[config.mk]
export PLATFORM = sky130hd
export DESIGN_NAME = s2l_walk
export DESIGN_NICKNAME = d
export VERILOG_FILES = /design/src/hdl/s2l_pkg.sv /design/src/hdl/s2l_walk.sv
export SDC_FILE = /design/constraint.sdc
export NUM_CORES = 1
export LEC_CHECK = 0
export BUFFER_PORTS_ARGS = -buffer_cell sky130_fd_sc_hd__buf_4
export CELL_PAD_IN_SITES_DETAIL_PLACEMENT = 0
export CELL_PAD_IN_SITES_GLOBAL_PLACEMENT = 1
export CORE_MARGIN = 2
export CORE_UTILIZATION = 35
export DETAILED_ROUTE_END_ITERATION = 6
export PLACE_DENSITY_LB_ADDON = 0.1
export REMOVE_ABC_BUFFERS = 1
export SLEW_MARGIN = 20
export SYNTH_ARGS = -nofsm -noshare
export SYNTH_HDL_FRONTEND = slang
export SYNTH_SLANG_ARGS = --single-unit
export TNS_END_PERCENT = 50
[constraint.sdc]
create_clock -name clk -period 4 [get_ports clk]
set_input_delay 0.2 -clock clk [delete_from_list [all_inputs] [get_ports clk]]
set_output_delay 0.2 -clock clk [all_outputs]
set_load 0.1 [all_outputs]
[src/hdl/s2l_pkg.sv]
`timescale 1ns / 1ps
// ----------------------------------------------------------------------------
// s2l_pkg: shared constants and tables
// Year table for 2000-2099 and helpers for the lunar month walk.
// ----------------------------------------------------------------------------
package s2l_pkg;

  localparam int unsigned MaxYears = 100;
  localparam logic [4:0] LenShort = 5'h1d;
  localparam logic [4:0] LenLong  = 5'h1e;

  typedef logic [23:0] year_entry_t;

  function automatic year_entry_t year_rom(input logic [6:0] y);
    year_entry_t r;
    case (y)
      7'd0: r = 24'h0C9645; 7'd1: r = 24'h4D4AB8; 7'd2: r = 24'h0D4A4C; 7'd3: r = 24'h0DA541;
      7'd4: r = 24'h25AAB6; 7'd5: r = 24'h056A49; 7'd6: r = 24'h7AADBD; 7'd7: r = 24'h025D52;
      7'd8: r = 24'h092D47; 7'd9: r = 24'h5C95BA; 7'd10: r = 24'h0A954E; 7'd11: r = 24'h0B4A43;
      7'd12: r = 24'h4B5537; 7'd13: r = 24'h0AD54A; 7'd14: r = 24'h955ABF; 7'd15: r = 24'h04BA53;
      7'd16: r = 24'h0A5B48; 7'd17: r = 24'h652BBC; 7'd18: r = 24'h052B50; 7'd19: r = 24'h0A9345;
      7'd20: r = 24'h474AB9; 7'd21: r = 24'h06AA4C; 7'd22: r = 24'h0AD541; 7'd23: r = 24'h24DAB6;
      7'd24: r = 24'h04B64A; 7'd25: r = 24'h69573D; 7'd26: r = 24'h0A4E51; 7'd27: r = 24'h0D2646;
      7'd28: r = 24'h5E933A; 7'd29: r = 24'h0D534D; 7'd30: r = 24'h05AA43; 7'd31: r = 24'h36B537;
      7'd32: r = 24'h096D4B; 7'd33: r = 24'hB4AEBF; 7'd34: r = 24'h04AD53; 7'd35: r = 24'h0A4D48;
      7'd36: r = 24'h6D25BC; 7'd37: r = 24'h0D254F; 7'd38: r = 24'h0D5244; 7'd39: r = 24'h5DAA38;
      7'd40: r = 24'h0B5A4C; 7'd41: r = 24'h056D41; 7'd42: r = 24'h24ADB6; 7'd43: r = 24'h049B4A;
      7'd44: r = 24'h7A4BBE; 7'd45: r = 24'h0A4B51; 7'd46: r = 24'h0AA546; 7'd47: r = 24'h5B52BA;
      7'd48: r = 24'h06D24E; 7'd49: r = 24'h0ADA42; 7'd50: r = 24'h355B37; 7'd51: r = 24'h09374B;
      7'd52: r = 24'h8497C1; 7'd53: r = 24'h049753; 7'd54: r = 24'h064B48; 7'd55: r = 24'h66A53C;
      7'd56: r = 24'h0EA54F; 7'd57: r = 24'h06B244; 7'd58: r = 24'h4AB638; 7'd59: r = 24'h0AAE4C;
      7'd60: r = 24'h092E42; 7'd61: r = 24'h3C9735; 7'd62: r = 24'h0C9649; 7'd63: r = 24'h7D4ABD;
      7'd64: r = 24'h0D4A51; 7'd65: r = 24'h0DA545; 7'd66: r = 24'h55AABA; 7'd67: r = 24'h056A4E;
      7'd68: r = 24'h0A6D43; 7'd69: r = 24'h452EB7; 7'd70: r = 24'h052D4B; 7'd71: r = 24'h8A95BF;
      7'd72: r = 24'h0A9553; 7'd73: r = 24'h0B4A47; 7'd74: r = 24'h6B553B; 7'd75: r = 24'h0AD54F;
      7'd76: r = 24'h055A45; 7'd77: r = 24'h4A5D38; 7'd78: r = 24'h0A5B4C; 7'd79: r = 24'h052B42;
      7'd80: r = 24'h3A93B6; 7'd81: r = 24'h069349; 7'd82: r = 24'h7729BD; 7'd83: r = 24'h06AA51;
      7'd84: r = 24'h0AD546; 7'd85: r = 24'h54DABA; 7'd86: r = 24'h04B64E; 7'd87: r = 24'h0A5743;
      7'd88: r = 24'h452738; 7'd89: r = 24'h0D264A; 7'd90: r = 24'h8E933E; 7'd91: r = 24'h0D5252;
      7'd92: r = 24'h0DAA47; 7'd93: r = 24'h66B53B; 7'd94: r = 24'h056D4F; 7'd95: r = 24'h04AE45;
      7'd96: r = 24'h4A4EB9; 7'd97: r = 24'h0A4D4C; 7'd98: r = 24'h0D1541; 7'd99: r = 24'h2D92B5;
      default: r = 24'h000000;
    endcase
    return r;
  endfunction

  function automatic logic [8:0] days_before(input logic [3:0] m);
    logic [8:0] r;
    case (m)
      4'd1: r = 9'h000; 4'd2: r = 9'h01f; 4'd3: r = 9'h03b; 4'd4: r = 9'h05a;
      4'd5: r = 9'h078; 4'd6: r = 9'h097; 4'd7: r = 9'h0b5; 4'd8: r = 9'h0d4;
      4'd9: r = 9'h0f3; 4'd10: r = 9'h111; 4'd11: r = 9'h130; 4'd12: r = 9'h14e;
      default: r = 9'h000;
    endcase
    return r;
  endfunction

  function automatic logic [4:0] month_days(input logic [3:0] m, input logic leap);
    logic [4:0] r;
    case (m)
      4'd2: r = leap ? 5'd29 : 5'd28;
      4'd4, 4'd6, 4'd9, 4'd11: r = 5'd30;
      default: r = 5'd31;
    endcase
    return r;
  endfunction

  // month bits in order: bit 12 = month 1 ... bit 0 = month 13
  function automatic logic [4:0] lunar_len(input logic [12:0] bits, input logic [3:0] n);
    logic [4:0] r;
    r = LenShort;
    if (n >= 4'd1 && n <= 4'd13) begin
      if (bits[4'd13 - n]) r = LenLong;
    end
    return r;
  endfunction

  typedef struct packed {
    logic        valid;
    logic        bad;
    logic        fwd;
    logic [6:0]  ly;
    logic [3:0]  leap;
    logic [12:0] bits;
    logic [3:0]  n;
    logic [8:0]  r;
    logic        done;
  } walk_t;

endpackage

[src/hdl/s2l_walk.sv]
`timescale 1ns / 1ps
// ----------------------------------------------------------------------------
// s2l_walk: one lunar month step of the walk
// Registered stage that removes one month length from the remaining offset, or marks the walk done.
// ----------------------------------------------------------------------------
module s2l_walk (
  input  logic            clk,
  input  logic            rst,
  input  logic            en,
  input  s2l_pkg::walk_t  din,
  output s2l_pkg::walk_t  dout
);

  s2l_pkg::walk_t nxt;
  logic [4:0] len;

  always_comb begin
    nxt = din;
    len = s2l_pkg::lunar_len(din.bits, din.n);
    if (din.fwd) begin
      if (!din.done && din.r >= {4'd0, len} && din.n < 4'd13) begin
        nxt.r = din.r - {4'd0, len};
        nxt.n = din.n + 4'd1;
      end else begin
        nxt.done = 1'b1;
      end
    end else begin
      if (!din.done && din.r > {4'd0, len} && din.n > 4'd1) begin
        nxt.r = din.r - {4'd0, len};
        nxt.n = din.n - 4'd1;
      end else begin
        nxt.done = 1'b1;
      end
    end
  end

  always_ff @(posedge clk) begin
    if (rst) begin
      dout.valid <= 1'b0;
    end else if (en) begin
      dout.valid <= din.valid;
    end
    if (en) begin
      dout.bad  <= nxt.bad;
      dout.fwd  <= nxt.fwd;
      dout.ly   <= nxt.ly;
      dout.leap <= nxt.leap;
      dout.bits <= nxt.bits;
      dout.n    <= nxt.n;
      dout.r    <= nxt.r;
      dout.done <= nxt.done;
    end
  end

endmodule
======== Word level (Yosys, flattened, before mapping) ========
Cells that the tools add are included.
operators by class
  add/subtract/negate cells ............... 4
  magnitude comparators ................... 7
  mux-type cells .......................... 9
  reductions and logical operators ........ 6
operators with widths
  cell                                                               number
  2-to-1 mux 13 bit                                                  2
  2-to-1 mux 14 bit                                                  1
  greater-or-equal comparator 9 x 5 -> 1 bit                         1
  greater-than comparator 9 x 5 -> 1 bit                             1
  subtractor 9 x 5 -> 9 bit                                          1
  logical AND 1 bit                                                  5
  < comparator 4 x 5 -> 1 bit, second input constant                 1
  adder 4 x 1 -> 4 bit, second input constant                        1
  binary-select mux 1 bit (select 4 bit)                             1
  greater-or-equal comparator 4 x 1 -> 1 bit, second input constant  1
  greater-than comparator 4 x 1 -> 1 bit, second input constant      1
  less-or-equal comparator 4 bit, second input constant              1
  < comparator 4 bit, second input constant                          1
  2-to-1 mux 2 bit                                                   2
  subtractor 4 x 1 -> 4 bit, second input constant                   1
  subtractor 4 bit, first input constant                             1
  2-to-1 mux 1 bit                                                   3
  zero test 1 bit                                                    1
storage, ports and cells
  register bits after elaboration ......... 41
  input port bits ......................... 44
  output and inout port bits .............. 41
  logic and storage cells ................. 35

======== Longest topological paths before layout ========
Gate-level depths: netlist of the first run.
  depth in word-level cells ............... 10
  gate-level depth with buffers ........... 12
  depth with buffers taken out ............ 12

======== Least setup slack after synthesis of the first run ========
OpenSTA, ideal clock, no wires.
  kind .................................... input to register
  from .................................... input din[10] (netlist name)
  to ...................................... register dout[12] (netlist name), data pin
  library setup time ...................... 0.258 ns
  arrival time ............................ 2.705 ns
  slack ................................... 1.037 ns
  cell stages on the path ................. 11
  buffers on the path ..................... 1
  cell sequence ........................... buf_2 > mux4_2 > and2_1 > o31ai_1 > a221o_1 > ha_1 > nor2b_1 > o21a_1 > o311a_4 > a22oi_2 > xnor2_1
RTL lines
  what         RTL line        RTL
  from (decl)  s2l_walk.sv:10  input s2l_pkg::walk_t din,
  to (decl)    s2l_walk.sv:11  output s2l_pkg::walk_t dout

==> metrics, run 1 <==
layout cells sized above 1 45.2%; 1st-pass router iterations 4; largest net degree at the start of global routing 42; Reg-to-Reg End dout[40]; top cell type's share of synthesized area 60.6%; Sequential Power Share 39.6%; post-synthesis async set-or-reset flop share 0%; first-pass GRT wire length 6.53 mm; FF+latch count, synth 41; WP data arrival 2880 ps; aggregate routed wire length 4.14 mm; Psw 517 µW; Max-Cap Viols 0; Worst Hold Depth 2; sequential share of the synthesized area 61.6%; later-pin clock latency in the skew report 280 ps; final hold vios 0; Synth area leader edfxtp_1; Reg clk slew, reported paths 80 ps; Hold Crit Endpoint dout[40]; Int Power 824 µW; Worst EP required 4040 ps; CTS root buffer clkbuf_8; status finished clean; largest cells by area after synthesis edfxtp_1 61%, ha_1 6.3%, xnor2_1 4.0%, mux4_2 3.4%, mux2i_1 2.0%; setup slack, reg-to-reg 3400 ps; Core ar. 5470 µm²; Hold-fix buffers, CTS 0; top-count cell post-synth edfxtp_1; CTS resizes 0; Die Y 79.3 µm; critical path class in -> reg; Max-slew headroom 64.4%; hold path startpoint rst; Tightest Pin Transition 534 ps; pre-CTS setup slack 844 ps; DR vias/cell 4.77; Setup Buffers After CTS 0; full die area 6280 µm²; vias in the first global route 1386; DRC viols 0; FF-to-FF path depth 2; P&R area growth vs syn 40.8%; biggest regs dout: 41 flops; final setup violation count 0; total global routing overflow 0; ANT cells 0; Commonest cells post-synth 40 x edfxtp_1, 10 x ha_1, 9 x xnor2_1; Rows 27; Total Nets Final 275; unique cell type count in the Yosys netlist 42; combinational share of power 36.9%; fin crit share 71.0%; f_max 0.352 GHz; PnR worst setup slack 1160 ps; ys flop type edfxtp_1; Layout Cell Area excl Fill 2790 µm²; PortBufs 84; Cell Area, Synth 1980 µm²; Num CTS Buffers 5; r2r startpoint dout[40]; number of synthesized flops with an enable pin 40; crit start category primary input; unrepaired setup endpoints after global routing false; Pleak 0.00117 µW; yosys warns 0; minimum clock period 2840 ps; Final Core Density 51.0%; HPWL after DPL 3.23 mm; WL/cell 14.1 µm; Final Slew Violations 0; Initial DRC Count 35; gr usage total 13.5%; synthesized instance count 133; Clock power frac 23.5%; Mapped Avg Cell Area 14.9 µm²; Power Density 480 nW/µm²; H-tree levels 2; Routed Antenna Nets 0; Sw Share 38.6%; largest buffer count on any clock path 2; # IOs 85; Die W 79.3 µm; Setup TNS Final 0 ps; Layout Skew 0 ps; Worst Hold Class in -> reg; Peak VDD IR 0.212 mV; crit path max fanout 11; CTS Sinks 41; Via Count 1399; placed instance area 2690 µm²; RD Place Congestion 0.754; CP Capture Type flip-flop; number of flip-flops in the largest register 41; initial antenna violation count 0; Initial Util 36.2%; Largest Register dout; CTS tree built
==> area by class of cell <==
cell class / count / area (µm²)
Fill cell: 502 / 2680
Sequential cell: 41 / 1220
Multi-Input combinational cell: 82 / 722
Timing Repair Buffer: 84 / 631
Tap cell: 72 / 90.1
Clock buffer: 6 / 72.6
Clock inverter: 2 / 33.8
Inverter: 6 / 22.5
==> worst max path at each step <==
| stage | from | endpoint | slack (ps) |
|---|---|---|---|
| after floorplan | din[11] | dout[12] | 1240 |
| after global placement | din[10] | dout[12] | 890 |
| after detailed placement | din[10] | dout[13] | 840 |
| after CTS | din[10] | dout[13] | 1140 |
| after global routing | din[10] | dout[13] | 900 |
| final | din[10] | dout[13] | 1160 |
==> critical path, stage by stage <==
cell and delay (ps):
buf_4 170, mux4_2 510, and2_1 150, o31ai_1 290, a221o_1 200, ha_1 240
nor2b_1 170, o21a_1 240, o311ai_1 410, o22ai_1 130, xor2_1 150
==> cells in the final DEF (no fill, tap or decap), types with 2 or more instances in the layout <==
cell type and instances:
a211oi_1 3, a21oi_1 3, buf_4 84, clkbuf_8 5, edfxtp_1 40, ha_1 10, inv_1 6, mux2i_1 4
mux4_2 3, nand2_1 6, nand3_1 4, nand3b_1 2, nor2_1 6, nor2b_1 2, nor3_1 2, o21ai_0 2
o22ai_1 2, xnor2_1 9, xor2_1 2
==> cells by family (layout without fill, tap and decap cells) <==
logic type                 count (synthesis)  in the layout  synth area share (%)
and+or+nand+nor                           29             29                  7.82
buffers and inverters                     10             98                  2.02
AOI/OAI and AO/OA                         24             24                  11.0
DFF                                       41             41                  61.6
xor gates and xnor gates                  11             11                  4.86
adders and majority gates                 11             11                  7.32
muxes                                      7              7                  5.43
==> metrics by stage <==
stage / power [µW] / instances / hold slack [ps]
3_5_place_dp: 1040 / 285 / 364
6_report: 1340 / 293 / 68.5
3_3_place_gp: 1040 / 285 / 360
2_1_floorplan: 910 / 129 / 272
4_1_cts: 1360 / 293 / 59.5
5_1_grt: 1400 / 293 / 48.2
==> power groups by stage <==
stage / Sequential, µW / Clock [µW] / Combinational, µW
floorplan: 831 / 0 / 78.5
global placement: 539 / 0 / 496
detailed placement: 542 / 0 / 498
CTS: 532 / 327 / 498
global route: 535 / 346 / 519
finish: 531 / 316 / 494
==> routing by layer <==
| layer | vias up | track usage (%) | wire length [µm] |
|---|---|---|---|
| met5 | - | 0 | 0 |
| li1 | 681 | - | - |
| met3 | 5 | 3.75 | 265 |
| met2 | 53 | 22.4 | 2060 |
| met4 | 0 | 4.66 | 54 |
| met1 | 660 | 17.0 | 1750 |
(Power assumes the default switching activity.)
==> run 2: changes to the inputs <==
--- a/config.mk
+++ b/config.mk
@@ -9,7 +9,7 @@
 export CELL_PAD_IN_SITES_DETAIL_PLACEMENT = 0
 export CELL_PAD_IN_SITES_GLOBAL_PLACEMENT = 1
 export CORE_MARGIN = 2
-export CORE_UTILIZATION = 35
+export CORE_UTILIZATION = 33
 export DETAILED_ROUTE_END_ITERATION = 6
 export PLACE_DENSITY_LB_ADDON = 0.1
 export REMOVE_ABC_BUFFERS = 1
==> constraint.sdc (replaced) <==
create_clock -name clk -period 2.3 [get_ports clk]
set_input_delay 0.115 -clock clk [delete_from_list [all_inputs] [get_ports clk]]
set_output_delay 0.115 -clock clk [all_outputs]
set_load 0.1 [all_outputs]
==> run 2 against run 1 <==
The run now ends with setup timing left. Cell area rose by 23%. Core utilization rose by 7.9 points. Clock skew did not move. Routed wire length rose by 17%. Final cell count rose by 18%. Largest power group is now combinational cells.
==> metrics, run 2 (synthesis results as in run 1) <==
status finished, violations left; failing checks setup timing; Sw Share 38.6%; Num CTS Buffers 5; P&R area growth vs syn 73.8%; final setup violation count 14; Tightest Pin Transition 536 ps; Largest Register dout; Clock power frac 22.8%; Core ar. 5850 µm²; CTS tree built; DR vias/cell 4.54; largest net degree at the start of global routing 42; fin crit share 107%; total global routing overflow 0; CTS root buffer clkbuf_8; most common cell after layout, fill and taps aside buf_4; crit-path max cell delay 500 ps; Final Core Density 58.9%; Via Count 1574; ANT cells 0; Total Nets Final 326; first-pass GRT wire length 7.50 mm; Setup TNS Final -1930 ps; Worst Path Buf+Inv 2; Die W 81.5 µm; minimum clock period 2470 ps; vias in the first global route 1635; initial antenna violation count 0; HPWL after DPL 3.36 mm; Routed Antenna Nets 0; placed instance area 2880 µm²; Worst Hold Class in -> reg; Initial DRC Count 40; 1st-pass router iterations 4; Layout Skew 0 ps; full die area 6650 µm²; f_max 0.405 GHz; # fillers 476; Initial Util 33.9%; combinational share of power 40.7%; Layout Cell Area excl Fill 3450 µm²; Pleak 0.00143 µW; WL/cell 13.9 µm; CTS Sinks 41; gr usage total 15.1%; most frequent cells in the layout 104 x buf_4, 40 x edfxtp_1, 26 x dlygate4sd3_1; PnR worst setup slack -170 ps; number of flip-flops in the largest register 41; most frequent CP cell mux2i_1; Rows 28; crit path max fanout 7; Max-slew headroom 64.2%; Final Slew Violations 0; Worst EP required 2440 ps; CP cell instances buf_8 > buf_12 > mux4_2 > mux2i_1 > nand2_1 > o31ai_2 > a221o_1 > ha_4 > nor2b_4 > o21a_4 > o32a_4 > nand2_8 > mux2i_1; Max-Cap Viols 0; crit start category primary input; final hold vios 0; later-pin clock latency in the skew report 290 ps; Reg clk slew, reported paths 80 ps; worst-path cell with the longest stage delay mux4_2; # IOs 85; RD Place Congestion 0.793; WP data arrival 2610 ps; CP Capture Type flip-flop; H-tree levels 2; Die Y 81.5 µm; biggest regs dout: 41 flops; DRC viols 0; aggregate routed wire length 4.83 mm; layout cells sized above 1 53.3%; delay-heaviest family, CP compound AO/OA/AOI/OAI gates; unrepaired setup endpoints after global routing true; Int Power 1550 µW; critical path class in -> reg; Sequential Power Share 36.5%; largest buffer count on any clock path 2; PortBufs 84; Power Density 732 nW/µm²; Psw 972 µW; Peak VDD IR 0.356 mV
[run 2: changes by cell type in the layout (fill, tap and decap cells not counted), sizes merged]
cell and delta:
buf +25, dlygate4sd3 +26
[run 2: through the flow]
stage / std cells / setup WS (ps) / total power [µW] / hold WS (ps)
after detailed placement: 312 / -701 / 1870 / 273
after CTS: 344 / -219 / 2510 / 0.540
after floorplan: 129 / -379 / 1580 / 187
after global routing: 347 / -300 / 2630 / 68.4
after global placement: 312 / -612 / 1860 / 272
final: 347 / -170 / 2520 / 64.4
[run 2: final cells by class]
cell class	instances	area, µm²	share of cell area, %
clock buffers	6	72.6	2.11
clock inverters	2	35.0	1.02
well taps	75	93.8	2.72
repair buffers	135	1110	32.3
multi-input cells	82	887	25.7
inverters	6	22.5	0.654
flip-flops and latches	41	1220	35.4
[run 2: what timing repair did]
action,in CTS,in global routing
gates resized for setup,21,14
pin swaps,14,6
setup endpoints to repair,14,14
hold endpoints to repair,23,3
setup buffers,1,0
hold buffers,23,3
[run 2: metal layers]
metal	share of wire (%)	track usage, %	vias up
li1	-	-	782
met1	41	18.2	738
met2	51	26.4	48
met3	5.9	3.41	6
met4	1.3	5.59	0
met5	0	0	-
[run 2: worst min-delay path, stage by stage]
cell and delay, ps:
buf_4 80, mux2i_1 60, nor2_1 70
[run 2: power by group through the flow]
stage	logic, µW	registers, µW	clock network (µW)
detailed placement	928	939	0
global route	1070	929	625
finish	1030	921	574
global placement	923	938	0
floorplan	136	1450	0
CTS	990	923	592
[run 2: worst paths after layout]
path / start / to / slack, ps / depth (start not counted)
worst max register to register: dout[40] / dout[40] / 1710 / 2
worst min-delay path: din[40] / dout[40] / 60 / 3
worst min register to register: dout[40] / dout[40] / 500 / 2
worst max-delay path: din[10] / dout[1] / -170 / 13
